$ cat src/rtl/i2cms_pkg.sv
`timescale 1ns / 1ps
`default_nettype none
// Shared types and codes of the I2C master transaction sequencer.
// Used by the ring, the transmit FIFO and the top level; depends on nothing.

package i2cms_pkg;

    localparam logic [3:0] CMD_ENQ_RD     = 4'd0;
    localparam logic [3:0] CMD_ENQ_WR     = 4'd1;
    localparam logic [3:0] CMD_PUSH_TX    = 4'd2;
    localparam logic [3:0] CMD_START_SENT = 4'd3;
    localparam logic [3:0] CMD_ADDR_SENT  = 4'd4;
    localparam logic [3:0] CMD_BYTE_DONE  = 4'd5;
    localparam logic [3:0] CMD_NACK       = 4'd6;
    localparam logic [3:0] CMD_ARB_LOST   = 4'd7;
    localparam logic [3:0] CMD_BUS_ERR    = 4'd8;
    localparam logic [3:0] CMD_BUS_IDLE   = 4'd9;

    localparam logic [1:0] ACK_NONE    = 2'd0;
    localparam logic [1:0] ACK_SET     = 2'd1;
    localparam logic [1:0] ACK_CLR     = 2'd2;
    localparam logic [1:0] ACK_CLR_POS = 2'd3;

    localparam logic [1:0] ST_ACK  = 2'd0;
    localparam logic [1:0] ST_NACK = 2'd1;
    localparam logic [1:0] ST_ERR  = 2'd2;

    typedef struct packed {
        logic [7:0] count;
        logic [6:0] addr;
        logic       is_write;
    } txn_t;

    typedef struct packed {
        logic enq;
        logic retire;
        txn_t entry;
    } ring_req_t;

    typedef struct packed {
        logic       push;
        logic [7:0] push_data;
        logic       reserve;
        logic [7:0] reserve_count;
        logic       send;
    } fifo_req_t;

endpackage

`default_nettype wire

$ cat src/rtl/i2cms_ram.sv
`timescale 1ns / 1ps
`default_nettype none
// Generic simple dual-port RAM: one write port, one read port, registered read.
// No dependencies.

module i2cms_ram #(
    parameter int WIDTH = 8,
    parameter int DEPTH = 64,
    localparam int AW = $clog2(DEPTH)
) (
    input  wire logic             aclk,
    input  wire logic             we,
    input  wire logic [AW-1:0]    waddr,
    input  wire logic [WIDTH-1:0] wdata,
    input  wire logic [AW-1:0]    raddr,
    output logic      [WIDTH-1:0] rdata
);

    logic [WIDTH-1:0] mem [DEPTH];

    always_ff @(posedge aclk) begin
        if (we) begin
            mem[waddr] <= wdata;
        end
        rdata <= mem[raddr];
    end

endmodule

`default_nettype wire

$ cat src/rtl/i2cms_ring.sv
`timescale 1ns / 1ps
`default_nettype none
// Transaction ring: ready bits in flip-flops, entries in a RAM that is read
// ahead at the slot after the current one. Depends on i2cms_pkg and i2cms_ram.

module i2cms_ring #(
    parameter int QUEUE_DEPTH = 4
) (
    input  wire logic                  aclk,
    input  wire logic                  aresetn,
    input  wire i2cms_pkg::ring_req_t  req,
    output logic                       slot_free,
    output logic                       next_ready,
    output i2cms_pkg::txn_t            next_entry
);

    localparam int QW = $clog2(QUEUE_DEPTH);
    localparam logic [QW-1:0] LAST_SLOT = QW'(QUEUE_DEPTH - 1);
    localparam int EW = $bits(i2cms_pkg::txn_t);

    function automatic logic [QW-1:0] inc_slot(input logic [QW-1:0] v);
        return (v == LAST_SLOT) ? '0 : v + 1'b1;
    endfunction

    logic [QUEUE_DEPTH-1:0] ready_reg;
    logic [QW-1:0]          free_reg;
    logic [QW-1:0]          cur_reg;
    logic                   fwd_reg;
    i2cms_pkg::txn_t        fwd_data_reg;
    logic [QW-1:0]          cur_p1;
    logic [QW-1:0]          cur_p2;
    logic [QW-1:0]          raddr;
    logic                   do_write;
    logic [EW-1:0]          rdata;

    assign cur_p1     = inc_slot(cur_reg);
    assign cur_p2     = inc_slot(cur_p1);
    assign slot_free  = !ready_reg[free_reg];
    assign next_ready = ready_reg[cur_p1];
    assign do_write   = req.enq && slot_free;
    assign raddr      = req.retire ? cur_p2 : cur_p1;
    assign next_entry = fwd_reg ? fwd_data_reg : i2cms_pkg::txn_t'(rdata);

    i2cms_ram #(
        .WIDTH(EW),
        .DEPTH(QUEUE_DEPTH)
    ) u_ram (
        .aclk (aclk),
        .we   (do_write),
        .waddr(free_reg),
        .wdata(req.entry),
        .raddr(raddr),
        .rdata(rdata)
    );

    always_ff @(posedge aclk) begin
        if (!aresetn) begin
            ready_reg <= '0;
            free_reg  <= '0;
            cur_reg   <= '0;
            fwd_reg   <= 1'b0;
        end else begin
            if (do_write) begin
                ready_reg[free_reg] <= 1'b1;
                free_reg            <= inc_slot(free_reg);
            end
            if (req.retire) begin
                ready_reg[cur_reg] <= 1'b0;
                cur_reg            <= cur_p1;
            end
            fwd_reg <= do_write && (free_reg == raddr);
        end
    end

    always_ff @(posedge aclk) begin
        fwd_data_reg <= req.entry;
    end

endmodule

`default_nettype wire

$ cat src/rtl/i2cms_txfifo.sv
`timescale 1ns / 1ps
`default_nettype none
// Transmit byte FIFO with reservation of bytes for a write and a send pointer
// whose byte is read ahead from the RAM. Depends on i2cms_pkg and i2cms_ram.

module i2cms_txfifo #(
    parameter int TX_FIFO_DEPTH = 64
) (
    input  wire logic                  aclk,
    input  wire logic                  aresetn,
    input  wire i2cms_pkg::fifo_req_t  req,
    output logic [7:0]                 send_data
);

    localparam int IW = $clog2(TX_FIFO_DEPTH);
    localparam int PW = $clog2(2 * TX_FIFO_DEPTH);
    localparam int CW = (PW > 8) ? PW : 8;
    localparam logic [PW:0]   TWO_D  = (PW + 1)'(2 * TX_FIFO_DEPTH);
    localparam logic [PW:0]   ONE_D  = (PW + 1)'(TX_FIFO_DEPTH);
    localparam logic [PW-1:0] PTR_LAST = PW'(2 * TX_FIFO_DEPTH - 1);
    localparam logic [IW-1:0] IDX_LAST = IW'(TX_FIFO_DEPTH - 1);

    function automatic logic [IW-1:0] to_idx(input logic [PW-1:0] p);
        logic [PW:0] pe;
        logic [PW:0] pd;
        pe = {1'b0, p};
        pd = pe - ONE_D;
        return (pe >= ONE_D) ? pd[IW-1:0] : pe[IW-1:0];
    endfunction

    logic [PW-1:0] wptr_reg;
    logic [PW-1:0] rptr_reg;
    logic [IW-1:0] sptr_reg;
    logic [IW-1:0] sptr_next;
    logic          fwd_reg;
    logic [7:0]    fwd_data_reg;
    logic [PW:0]   fill_w;
    logic [PW-1:0] fill;
    logic          full;
    logic          do_push;
    logic [IW-1:0] waddr;
    logic [CW-1:0] cnt_ext;
    logic [CW-1:0] fill_ext;
    logic [CW-1:0] take_w;
    logic [PW:0]   rsum;
    logic [PW:0]   rwrap;
    logic [7:0]    rdata;

    assign fill_w   = (wptr_reg >= rptr_reg) ? ({1'b0, wptr_reg} - {1'b0, rptr_reg})
                                              : ({1'b0, wptr_reg} + TWO_D - {1'b0, rptr_reg});
    assign fill     = fill_w[PW-1:0];
    assign full     = ({1'b0, fill} == ONE_D);
    assign do_push  = req.push && !full;
    assign waddr    = to_idx(wptr_reg);
    assign cnt_ext  = CW'(req.reserve_count);
    assign fill_ext = CW'(fill);
    assign take_w   = (cnt_ext < fill_ext) ? cnt_ext : fill_ext;
    assign rsum     = {1'b0, rptr_reg} + {1'b0, take_w[PW-1:0]};
    assign rwrap    = (rsum >= TWO_D) ? (rsum - TWO_D) : rsum;

    always_comb begin
        sptr_next = sptr_reg;
        if (req.reserve) begin
            sptr_next = to_idx(rptr_reg);
        end else if (req.send) begin
            sptr_next = (sptr_reg == IDX_LAST) ? '0 : sptr_reg + 1'b1;
        end
    end

    assign send_data = fwd_reg ? fwd_data_reg : rdata;

    i2cms_ram #(
        .WIDTH(8),
        .DEPTH(TX_FIFO_DEPTH)
    ) u_ram (
        .aclk (aclk),
        .we   (do_push),
        .waddr(waddr),
        .wdata(req.push_data),
        .raddr(sptr_next),
        .rdata(rdata)
    );

    always_ff @(posedge aclk) begin
        if (!aresetn) begin
            wptr_reg <= '0;
            rptr_reg <= '0;
            sptr_reg <= '0;
            fwd_reg  <= 1'b0;
        end else begin
            if (do_push) begin
                wptr_reg <= (wptr_reg == PTR_LAST) ? '0 : wptr_reg + 1'b1;
            end
            if (req.reserve) begin
                rptr_reg <= rwrap[PW-1:0];
            end
            sptr_reg <= sptr_next;
            fwd_reg  <= do_push && (waddr == sptr_next);
        end
    end

    always_ff @(posedge aclk) begin
        fwd_data_reg <= req.push_data;
    end

endmodule

`default_nettype wire

$ cat src/rtl/i2c_master_transaction_sequencer.sv
`timescale 1ns / 1ps
`default_nettype none
// I2C master transaction sequencer, top level: command decode, transaction
// state and the result register. Depends on i2cms_pkg, i2cms_ring, i2cms_txfifo.
//
//   Channel  Ports       Carries
//   input    s_*         one command or bus event per item
//   result   m_*         one set of controller actions per input item
//
// One item is taken every cycle while s_ready is high; its result is registered
// and shows on m_* in the cycle after acceptance. Both RAMs are read every cycle
// at the address the next item will need, with a same-cycle write forwarded, so
// no item waits. s_ready is low only while a result is held and m_ready is low.
// Reset is synchronous; no clearing pass is needed.

module i2c_master_transaction_sequencer #(
    parameter int QUEUE_DEPTH   = 4,
    parameter int TX_FIFO_DEPTH = 64
) (
    input  wire logic       aclk,
    input  wire logic       aresetn,
    input  wire logic       s_valid,
    output logic            s_ready,
    input  wire logic [3:0] s_cmd,
    input  wire logic [6:0] s_slave_address,
    input  wire logic [7:0] s_byte_count,
    input  wire logic [7:0] s_data_byte,
    input  wire logic [7:0] s_data_byte_next,
    output logic            m_valid,
    input  wire logic       m_ready,
    output logic            m_accepted,
    output logic            m_drive_start,
    output logic            m_drive_stop,
    output logic [1:0]      m_ack_control,
    output logic            m_tx_valid,
    output logic [7:0]      m_tx_byte,
    output logic [1:0]      m_rx_count,
    output logic [7:0]      m_rx_first,
    output logic [7:0]      m_rx_second,
    output logic            m_done_res,
    output logic [1:0]      m_done_status,
    output logic            m_done_is_write
);

    typedef struct packed {
        logic       accepted;
        logic       drive_start;
        logic       drive_stop;
        logic [1:0] ack_control;
        logic       tx_valid;
        logic [7:0] tx_byte;
        logic [1:0] rx_count;
        logic [7:0] rx_first;
        logic [7:0] rx_second;
        logic       done_res;
        logic [1:0] done_status;
        logic       done_is_write;
    } res_t;

    logic                  s_fire;
    logic                  m_valid_reg;
    res_t                  res_reg;
    res_t                  res_next;
    logic                  running_reg;
    logic                  running_next;
    logic                  service_pending_reg;
    logic                  service_pending_next;
    logic [1:0]            bus_status_reg;
    logic [1:0]            bus_status_next;
    logic [7:0]            bytes_left_reg;
    logic [7:0]            bytes_left_next;
    i2cms_pkg::txn_t       cur_reg;
    i2cms_pkg::txn_t       cur_next;
    i2cms_pkg::txn_t       in_entry;
    i2cms_pkg::txn_t       start_entry;
    logic                  start_go;
    logic                  send_go;
    i2cms_pkg::ring_req_t  ring_req;
    i2cms_pkg::fifo_req_t  fifo_req;
    logic                  slot_free;
    logic                  next_ready;
    i2cms_pkg::txn_t       next_entry;
    logic [7:0]            send_data;

    assign s_ready = !m_valid_reg || m_ready;
    assign s_fire  = s_valid && s_ready;

    i2cms_ring #(
        .QUEUE_DEPTH(QUEUE_DEPTH)
    ) u_ring (
        .aclk      (aclk),
        .aresetn   (aresetn),
        .req       (ring_req),
        .slot_free (slot_free),
        .next_ready(next_ready),
        .next_entry(next_entry)
    );

    i2cms_txfifo #(
        .TX_FIFO_DEPTH(TX_FIFO_DEPTH)
    ) u_txfifo (
        .aclk     (aclk),
        .aresetn  (aresetn),
        .req      (fifo_req),
        .send_data(send_data)
    );

    always_comb begin
        res_next             = '0;
        running_next         = running_reg;
        service_pending_next = service_pending_reg;
        bus_status_next      = bus_status_reg;
        bytes_left_next      = bytes_left_reg;
        cur_next             = cur_reg;
        ring_req             = '0;
        fifo_req             = '0;
        start_go             = 1'b0;
        send_go              = 1'b0;
        in_entry.count       = s_byte_count;
        in_entry.addr        = s_slave_address;
        in_entry.is_write    = (s_cmd == i2cms_pkg::CMD_ENQ_WR);
        start_entry          = in_entry;

        if (s_fire) begin
            unique case (s_cmd)
                i2cms_pkg::CMD_ENQ_RD, i2cms_pkg::CMD_ENQ_WR: begin
                    ring_req.enq   = 1'b1;
                    ring_req.entry = in_entry;
                    if (slot_free) begin
                        res_next.accepted = 1'b1;
                        start_go          = !running_reg;
                    end
                end
                i2cms_pkg::CMD_PUSH_TX: begin
                    fifo_req.push      = 1'b1;
                    fifo_req.push_data = s_data_byte;
                end
                i2cms_pkg::CMD_START_SENT: begin
                    if (running_reg) begin
                        res_next.tx_valid = 1'b1;
                        res_next.tx_byte  = {cur_reg.addr, !cur_reg.is_write};
                    end
                end
                i2cms_pkg::CMD_ADDR_SENT: begin
                    if (running_reg) begin
                        if (cur_reg.is_write) begin
                            send_go = 1'b1;
                        end else if (bytes_left_reg == 8'd1) begin
                            bytes_left_next      = '0;
                            res_next.ack_control = i2cms_pkg::ACK_CLR;
                            res_next.drive_stop  = 1'b1;
                            service_pending_next = 1'b1;
                        end else if (bytes_left_reg == 8'd2) begin
                            res_next.ack_control = i2cms_pkg::ACK_CLR_POS;
                        end
                    end
                end
                i2cms_pkg::CMD_BYTE_DONE: begin
                    if (running_reg) begin
                        if (cur_reg.is_write) begin
                            send_go = 1'b1;
                        end else if (bytes_left_reg == 8'd2) begin
                            res_next.drive_stop  = 1'b1;
                            service_pending_next = 1'b1;
                            res_next.rx_count    = 2'd2;
                            res_next.rx_first    = s_data_byte;
                            res_next.rx_second   = s_data_byte_next;
                            bytes_left_next      = '0;
                        end else begin
                            if (bytes_left_reg == 8'd3) begin
                                res_next.ack_control = i2cms_pkg::ACK_CLR;
                            end
                            res_next.rx_count = 2'd1;
                            res_next.rx_first = s_data_byte;
                            if (bytes_left_reg != 8'd0) begin
                                bytes_left_next = bytes_left_reg - 8'd1;
                            end
                        end
                    end
                end
                i2cms_pkg::CMD_NACK, i2cms_pkg::CMD_ARB_LOST, i2cms_pkg::CMD_BUS_ERR: begin
                    if (running_reg) begin
                        service_pending_next = 1'b1;
                        bus_status_next      = (s_cmd == i2cms_pkg::CMD_NACK) ?
                                               i2cms_pkg::ST_NACK : i2cms_pkg::ST_ERR;
                        res_next.drive_stop  = 1'b1;
                    end
                end
                i2cms_pkg::CMD_BUS_IDLE: begin
                    if (service_pending_reg) begin
                        service_pending_next = 1'b0;
                        if (bus_status_reg == i2cms_pkg::ST_ACK && cur_reg.count == 8'd1 &&
                            !cur_reg.is_write) begin
                            res_next.rx_count = 2'd1;
                            res_next.rx_first = s_data_byte;
                        end
                        res_next.done_res      = 1'b1;
                        res_next.done_status   = bus_status_reg;
                        res_next.done_is_write = cur_reg.is_write;
                        bus_status_next        = i2cms_pkg::ST_ACK;
                        ring_req.retire        = 1'b1;
                        running_next           = 1'b0;
                        start_entry            = next_entry;
                        start_go               = next_ready;
                    end
                end
                default: begin
                end
            endcase
        end

        if (send_go) begin
            if (bytes_left_reg != 8'd0) begin
                res_next.tx_valid = 1'b1;
                res_next.tx_byte  = send_data;
                fifo_req.send     = 1'b1;
                bytes_left_next   = bytes_left_reg - 8'd1;
            end else begin
                res_next.drive_stop  = 1'b1;
                service_pending_next = 1'b1;
            end
        end

        if (start_go) begin
            running_next         = 1'b1;
            bytes_left_next      = start_entry.count;
            cur_next             = start_entry;
            res_next.drive_start = 1'b1;
            if (start_entry.is_write) begin
                fifo_req.reserve       = 1'b1;
                fifo_req.reserve_count = start_entry.count;
            end else begin
                res_next.ack_control = i2cms_pkg::ACK_SET;
            end
        end
    end

    always_ff @(posedge aclk) begin
        if (!aresetn) begin
            m_valid_reg         <= 1'b0;
            running_reg         <= 1'b0;
            service_pending_reg <= 1'b0;
            bus_status_reg      <= i2cms_pkg::ST_ACK;
            bytes_left_reg      <= '0;
        end else begin
            if (s_fire) begin
                m_valid_reg <= 1'b1;
            end else if (m_ready) begin
                m_valid_reg <= 1'b0;
            end
            running_reg         <= running_next;
            service_pending_reg <= service_pending_next;
            bus_status_reg      <= bus_status_next;
            bytes_left_reg      <= bytes_left_next;
        end
    end

    always_ff @(posedge aclk) begin
        cur_reg <= cur_next;
        if (s_fire) begin
            res_reg <= res_next;
        end
    end

    assign m_valid         = m_valid_reg;
    assign m_accepted      = res_reg.accepted;
    assign m_drive_start   = res_reg.drive_start;
    assign m_drive_stop    = res_reg.drive_stop;
    assign m_ack_control   = res_reg.ack_control;
    assign m_tx_valid      = res_reg.tx_valid;
    assign m_tx_byte       = res_reg.tx_byte;
    assign m_rx_count      = res_reg.rx_count;
    assign m_rx_first      = res_reg.rx_first;
    assign m_rx_second     = res_reg.rx_second;
    assign m_done_res      = res_reg.done_res;
    assign m_done_status   = res_reg.done_status;
    assign m_done_is_write = res_reg.done_is_write;

    // A pending service only exists while a transaction runs.
    a_pending_needs_running: assert property (@(posedge aclk) disable iff (!aresetn)
        service_pending_reg |-> running_reg)
        else $error("service pending while no transaction runs");

    a_status_needs_pending: assert property (@(posedge aclk) disable iff (!aresetn)
        (bus_status_reg != i2cms_pkg::ST_ACK) |-> service_pending_reg)
        else $error("bus status set without pending service");

    a_result_follows_item: assert property (@(posedge aclk) disable iff (!aresetn)
        s_fire |=> m_valid)
        else $error("accepted item produced no result");

    a_done_clears_running: assert property (@(posedge aclk) disable iff (!aresetn)
        (s_fire && s_cmd == i2cms_pkg::CMD_BUS_IDLE && service_pending_reg && !next_ready)
        |=> !running_reg)
        else $error("transaction still running after retirement with empty ring");

endmodule

`default_nettype wire

$ cat config.mk
export PLATFORM = sky130hd
export DESIGN_NAME = i2c_master_transaction_sequencer
export DESIGN_NICKNAME = d
export VERILOG_FILES = /design/src/rtl/i2cms_pkg.sv /design/src/rtl/i2cms_ram.sv /design/src/rtl/i2cms_ring.sv /design/src/rtl/i2cms_txfifo.sv /design/src/rtl/i2c_master_transaction_sequencer.sv
export SDC_FILE = /design/constraint.sdc
export NUM_CORES = 1
export LEC_CHECK = 0
export BUFFER_PORTS_ARGS = -buffer_cell sky130_fd_sc_hd__buf_2
export CAP_MARGIN = 20
export CORE_ASPECT_RATIO = 1.1
export CORE_MARGIN = 2
export CORE_UTILIZATION = 50
export CTS_BUF_LIST = sky130_fd_sc_hd__clkbuf_4 sky130_fd_sc_hd__clkbuf_8
export CTS_CLUSTER_DIAMETER = 40
export DETAILED_ROUTE_END_ITERATION = 8
export GPL_TIMING_DRIVEN = 0
export HOLD_SLACK_MARGIN = 0.15
export PLACE_DENSITY = 0.76
export REMOVE_ABC_BUFFERS = 1
export SKIP_CTS_REPAIR_TIMING = 1
export SYNTH_ARGS = -nofsm -noshare
export SYNTH_HDL_FRONTEND = slang
export SYNTH_SLANG_ARGS = --single-unit
export TNS_END_PERCENT = 50
$ cat constraint.sdc
create_clock -name aclk -period 10.3 [get_ports aclk]
set_clock_uncertainty 0.05 [all_clocks]
set_input_delay 2.575 -clock aclk [delete_from_list [all_inputs] [get_ports aclk]]
set_output_delay 2.575 -clock aclk [all_outputs]
set_load 0.01 [all_outputs]
==> flow_summary.yaml <==
grt:
  grt.overflow.total: 0
  grt_usage_pct: 22.6
  grt_pass1_wl_mm: 106
  grt_max_degree: 72
  first_global_vias: 18582
  antenna_found_initial: 1
place:
  placed_cell_area_sq_um: 30900
  place_ws_ns: 1.23
  dpl.hpwl_mm: 44.6
  dp.cells: 2883
  place_congestion: 0.847
  portBuffers: 76
yosys:
  synth_seq_cells: 719
  synth_top_area_share_pct: 63.6
  yosysWarnings: 0
  syn_area_sq_um: 29700
  synth-edff-count: 628
  synth_cells: 2140
  async_flop_share_pct: 0
  yosysSeqAreaShare_pct: 69.7
  syn_area_per_cell_sq_um: 13.9
  synth_area_leaders: "edfxtp_1 (64%), dfxtp_1 (6.1%), nand2_1 (4.3%)"
  synth-main-ff-cell: "edfxtp_1"
  synth.largest_area_cell: "edfxtp_1"
  synth_cell_type_count: 82
clock_tree:
  clk_latency_ns: 0.73
  path_clk_slew_ns: 0.06
  cts_max_level: 3
  clockBufferDepth: 3
  cts_tree: "built"
  numCtsBuffers: 113
  clock-sinks: 719
  root_buffer: "clkbuf_8"
worst_setup_path:
  cp_common_cell: "buf_16"
  worstSetupStartpointType: "input pin"
  worstPathCellList: "buf_2, and4bb_4, nand4_4, o32a_1, inv_2, a221o_1, and2_4, buf_16, buf_16, mux2i_1, mux2_2, o22ai_1, nor4_1, o32ai_1"
  critical_path_class: "input pin to register"
  critPathMaxStageDelay_ns: 1.03
  cp-end-kind: "register"
  critical_path.max_fanout: 57
  critPathSlowestCell: "nor4_1"
  cp.arrival_ns: 8.96
  cp.required_ns: 10.77
power_and_ir_drop:
  internal_power_w: 0.00457
  cellPowerDensity_nw_per_um2: 172
  switching_power_w: 0.00116
  p_seq_share_pct: 54.9
  ir_drop_mv: 0.101
  leakage_nw: 11.2
  p_sw_share_pct: 20.3
  comb_power_share_pct: 1.3
  p_clk_share_pct: 43.8
finish:
  fill_cells: 4489
  syn_to_final_growth_pct: 12.4
  num-nets-final: 2312
  layoutNonFillerInstCount: 3097
  seq_area_sq_um: 20700
  finish.utilization_pct: 56.8
  postLayoutCellArea_sq_um: 33300
  multiInputGateArea_sq_um: 8320
  max_flop_register: "u_txfifo.u_ram.mem"
  largest_register_ffs: 512
  reg.largest.list: "u_txfifo.u_ram.mem: 512 flops, u_ring.u_ram.mem: 64 flops"
  drive_above_1_share_pct: 16.1
drt:
  post_drt_wl_per_cell_um: 22.6
  vias: 18501
  routed_via_density: 5.97
  ant_nets: 0
  drt-pass1-iter-count: 7
  drc: 0
  drt_iter0_markers: 1859
  drt-total-wl_mm: 70.0
floorplanning:
  die_h_um: 259
  boundaryPins: 77
  core_area_sq_um: 58600
  dieArea_sq_um: 61300
  initial_utilization_pct: 50.6
  rows: 93
  die_w_um: 236
sta:
  slew_headroom_pct: 20.1
  timing.hold.ws_ns: 0.453
  drv_slew: 0
  fin_crit_sh_pct: 82.4
  finalSetupViolCount: 0
  rsz0062_at_grt: "no"
  hold_viol: 0
  setup_slack_ns: 1.82
  min_period_ns: 8.48
  worst_pin_slew_ns: 1.19
  max_freq_mhz: 118
hold_path:
  holdCritPathClass: "register to register"
status:
  status: "complete, no violations"
job:
  cap_violations: 0
[power groups by stage]
stage	combinational [W]	clock (W)	sequential [W]
2_1_floorplan	0.0000294	0	0.00321
3_3_place_gp	0.0000664	0	0.00321
3_5_place_dp	0.0000713	0	0.00321
4_1_cts	0.0000716	0.00254	0.00315
5_1_grt	0.0000776	0.00266	0.00314
6_report	0.0000719	0.00251	0.00315
[cell families after synthesis]
kind of cell / after synthesis / synth area share (%)
AOI/OAI and AO/OA: 334 / 7.99
xor gates and xnor gates: 26 / 0.768
adders and majority gates: 34 / 1.49
buffers and inverters: 150 / 2.48
DFF: 719 / 69.7
muxes: 168 / 6.58
and+or+nand+nor: 709 / 11.0
[synth_stat cells (5+ instances only)]
cell      number
a21boi_0      22
buf_2         47
dfxtp_1       91
nand2_1      340
inv_1         33
o211a_1        9
a32oi_1       10
mux2_2        35
o22ai_1       17
mux4_2        18
xnor2_1       17
a31oi_1       17
nor2b_1       14
and3_1        29
and4_1         7
a311oi_1      22
buf_6          8
a211oi_1      27
a31o_2         5
a21o_1        20
o21ai_0       44
nand4_1        9
mux2i_1      115
o211ai_1       5
nor3_1        11
and2_1        52
buf_1         12
buf_4         14
nor4_1        16
o221ai_1       5
clkbuf_1      34
xor2_1         9
edfxtp_1     628
nand2b_1       7
nand3_1       74
nor2_1       123
a21oi_1       63
o32ai_1        6
ha_1          32
a221oi_1      22
[worst paths after layout]
kind | startpoint | endpoint | slack [ns] | cells past startpoint
hold / removal | u_txfifo.rptr_reg[3]$_SDFFE_PN0P_ | u_txfifo.rptr_reg[3]$_SDFFE_PN0P_ | 0.45 | 2
setup / recovery | s_cmd[1] | u_txfifo.u_ram.rdata[2]$_DFF_P_ | 1.82 | 14
hold reg to reg | u_txfifo.rptr_reg[3]$_SDFFE_PN0P_ | u_txfifo.rptr_reg[3]$_SDFFE_PN0P_ | 0.45 | 2
setup reg to reg | u_ring.cur_reg[0]$_SDFFE_PN0P_ | u_txfifo.u_ram.rdata[2]$_DFF_P_ | 3.54 | 14
[area by class of cell]
type / count / area share [%]
clock inverter: 56 / 1.37
sequential: 719 / 62.0
timing repair buffer: 100 / 2.55
multi-input combinational: 1271 / 25.0
antenna: 1 / 0.00751
inverter: 34 / 0.383
clock buffer: 156 / 5.82
tap: 760 / 2.85
[layout by cell type, fill, tap and decap left out, types with 32 or more instances in the layout]
cell	count
clkbuf_4	33
nand3_1	74
nor2_1	122
a21oi_1	61
ha_1	32
clkbuf_8	123
inv_1	32
dfxtp_1	91
buf_2	78
nand2_1	338
mux2_2	35
mux2i_1	115
o21ai_0	44
edfxtp_1	628
and2_1	50
[worst max-delay path: cells and delay by family]
kind,cells,cell delay [ns]
muxes,2,0.52
buffers and inverters,4,1.41
AOI/OAI and AO/OA,4,1.72
and+or+nand+nor,4,2.62
[metrics by stage]
step | total power [W] | TNS [ns]
floorplan | 0.00324 | -0.000600
global placement | 0.00327 | -36.51
detailed placement | 0.00328 | 0
CTS | 0.00575 | 0
global route | 0.00588 | 0
finish | 0.00573 | 0
[metal layers]
layer,vias to the layer above,wire length [um],global-route usage [%]
met5,-,19,0
met4,2,2750,10.8
met3,184,5630,4.60
met2,918,34400,38.3
met1,9119,27100,28.1
li1,8278,-,-
Power figures use the tool's default switching activity.
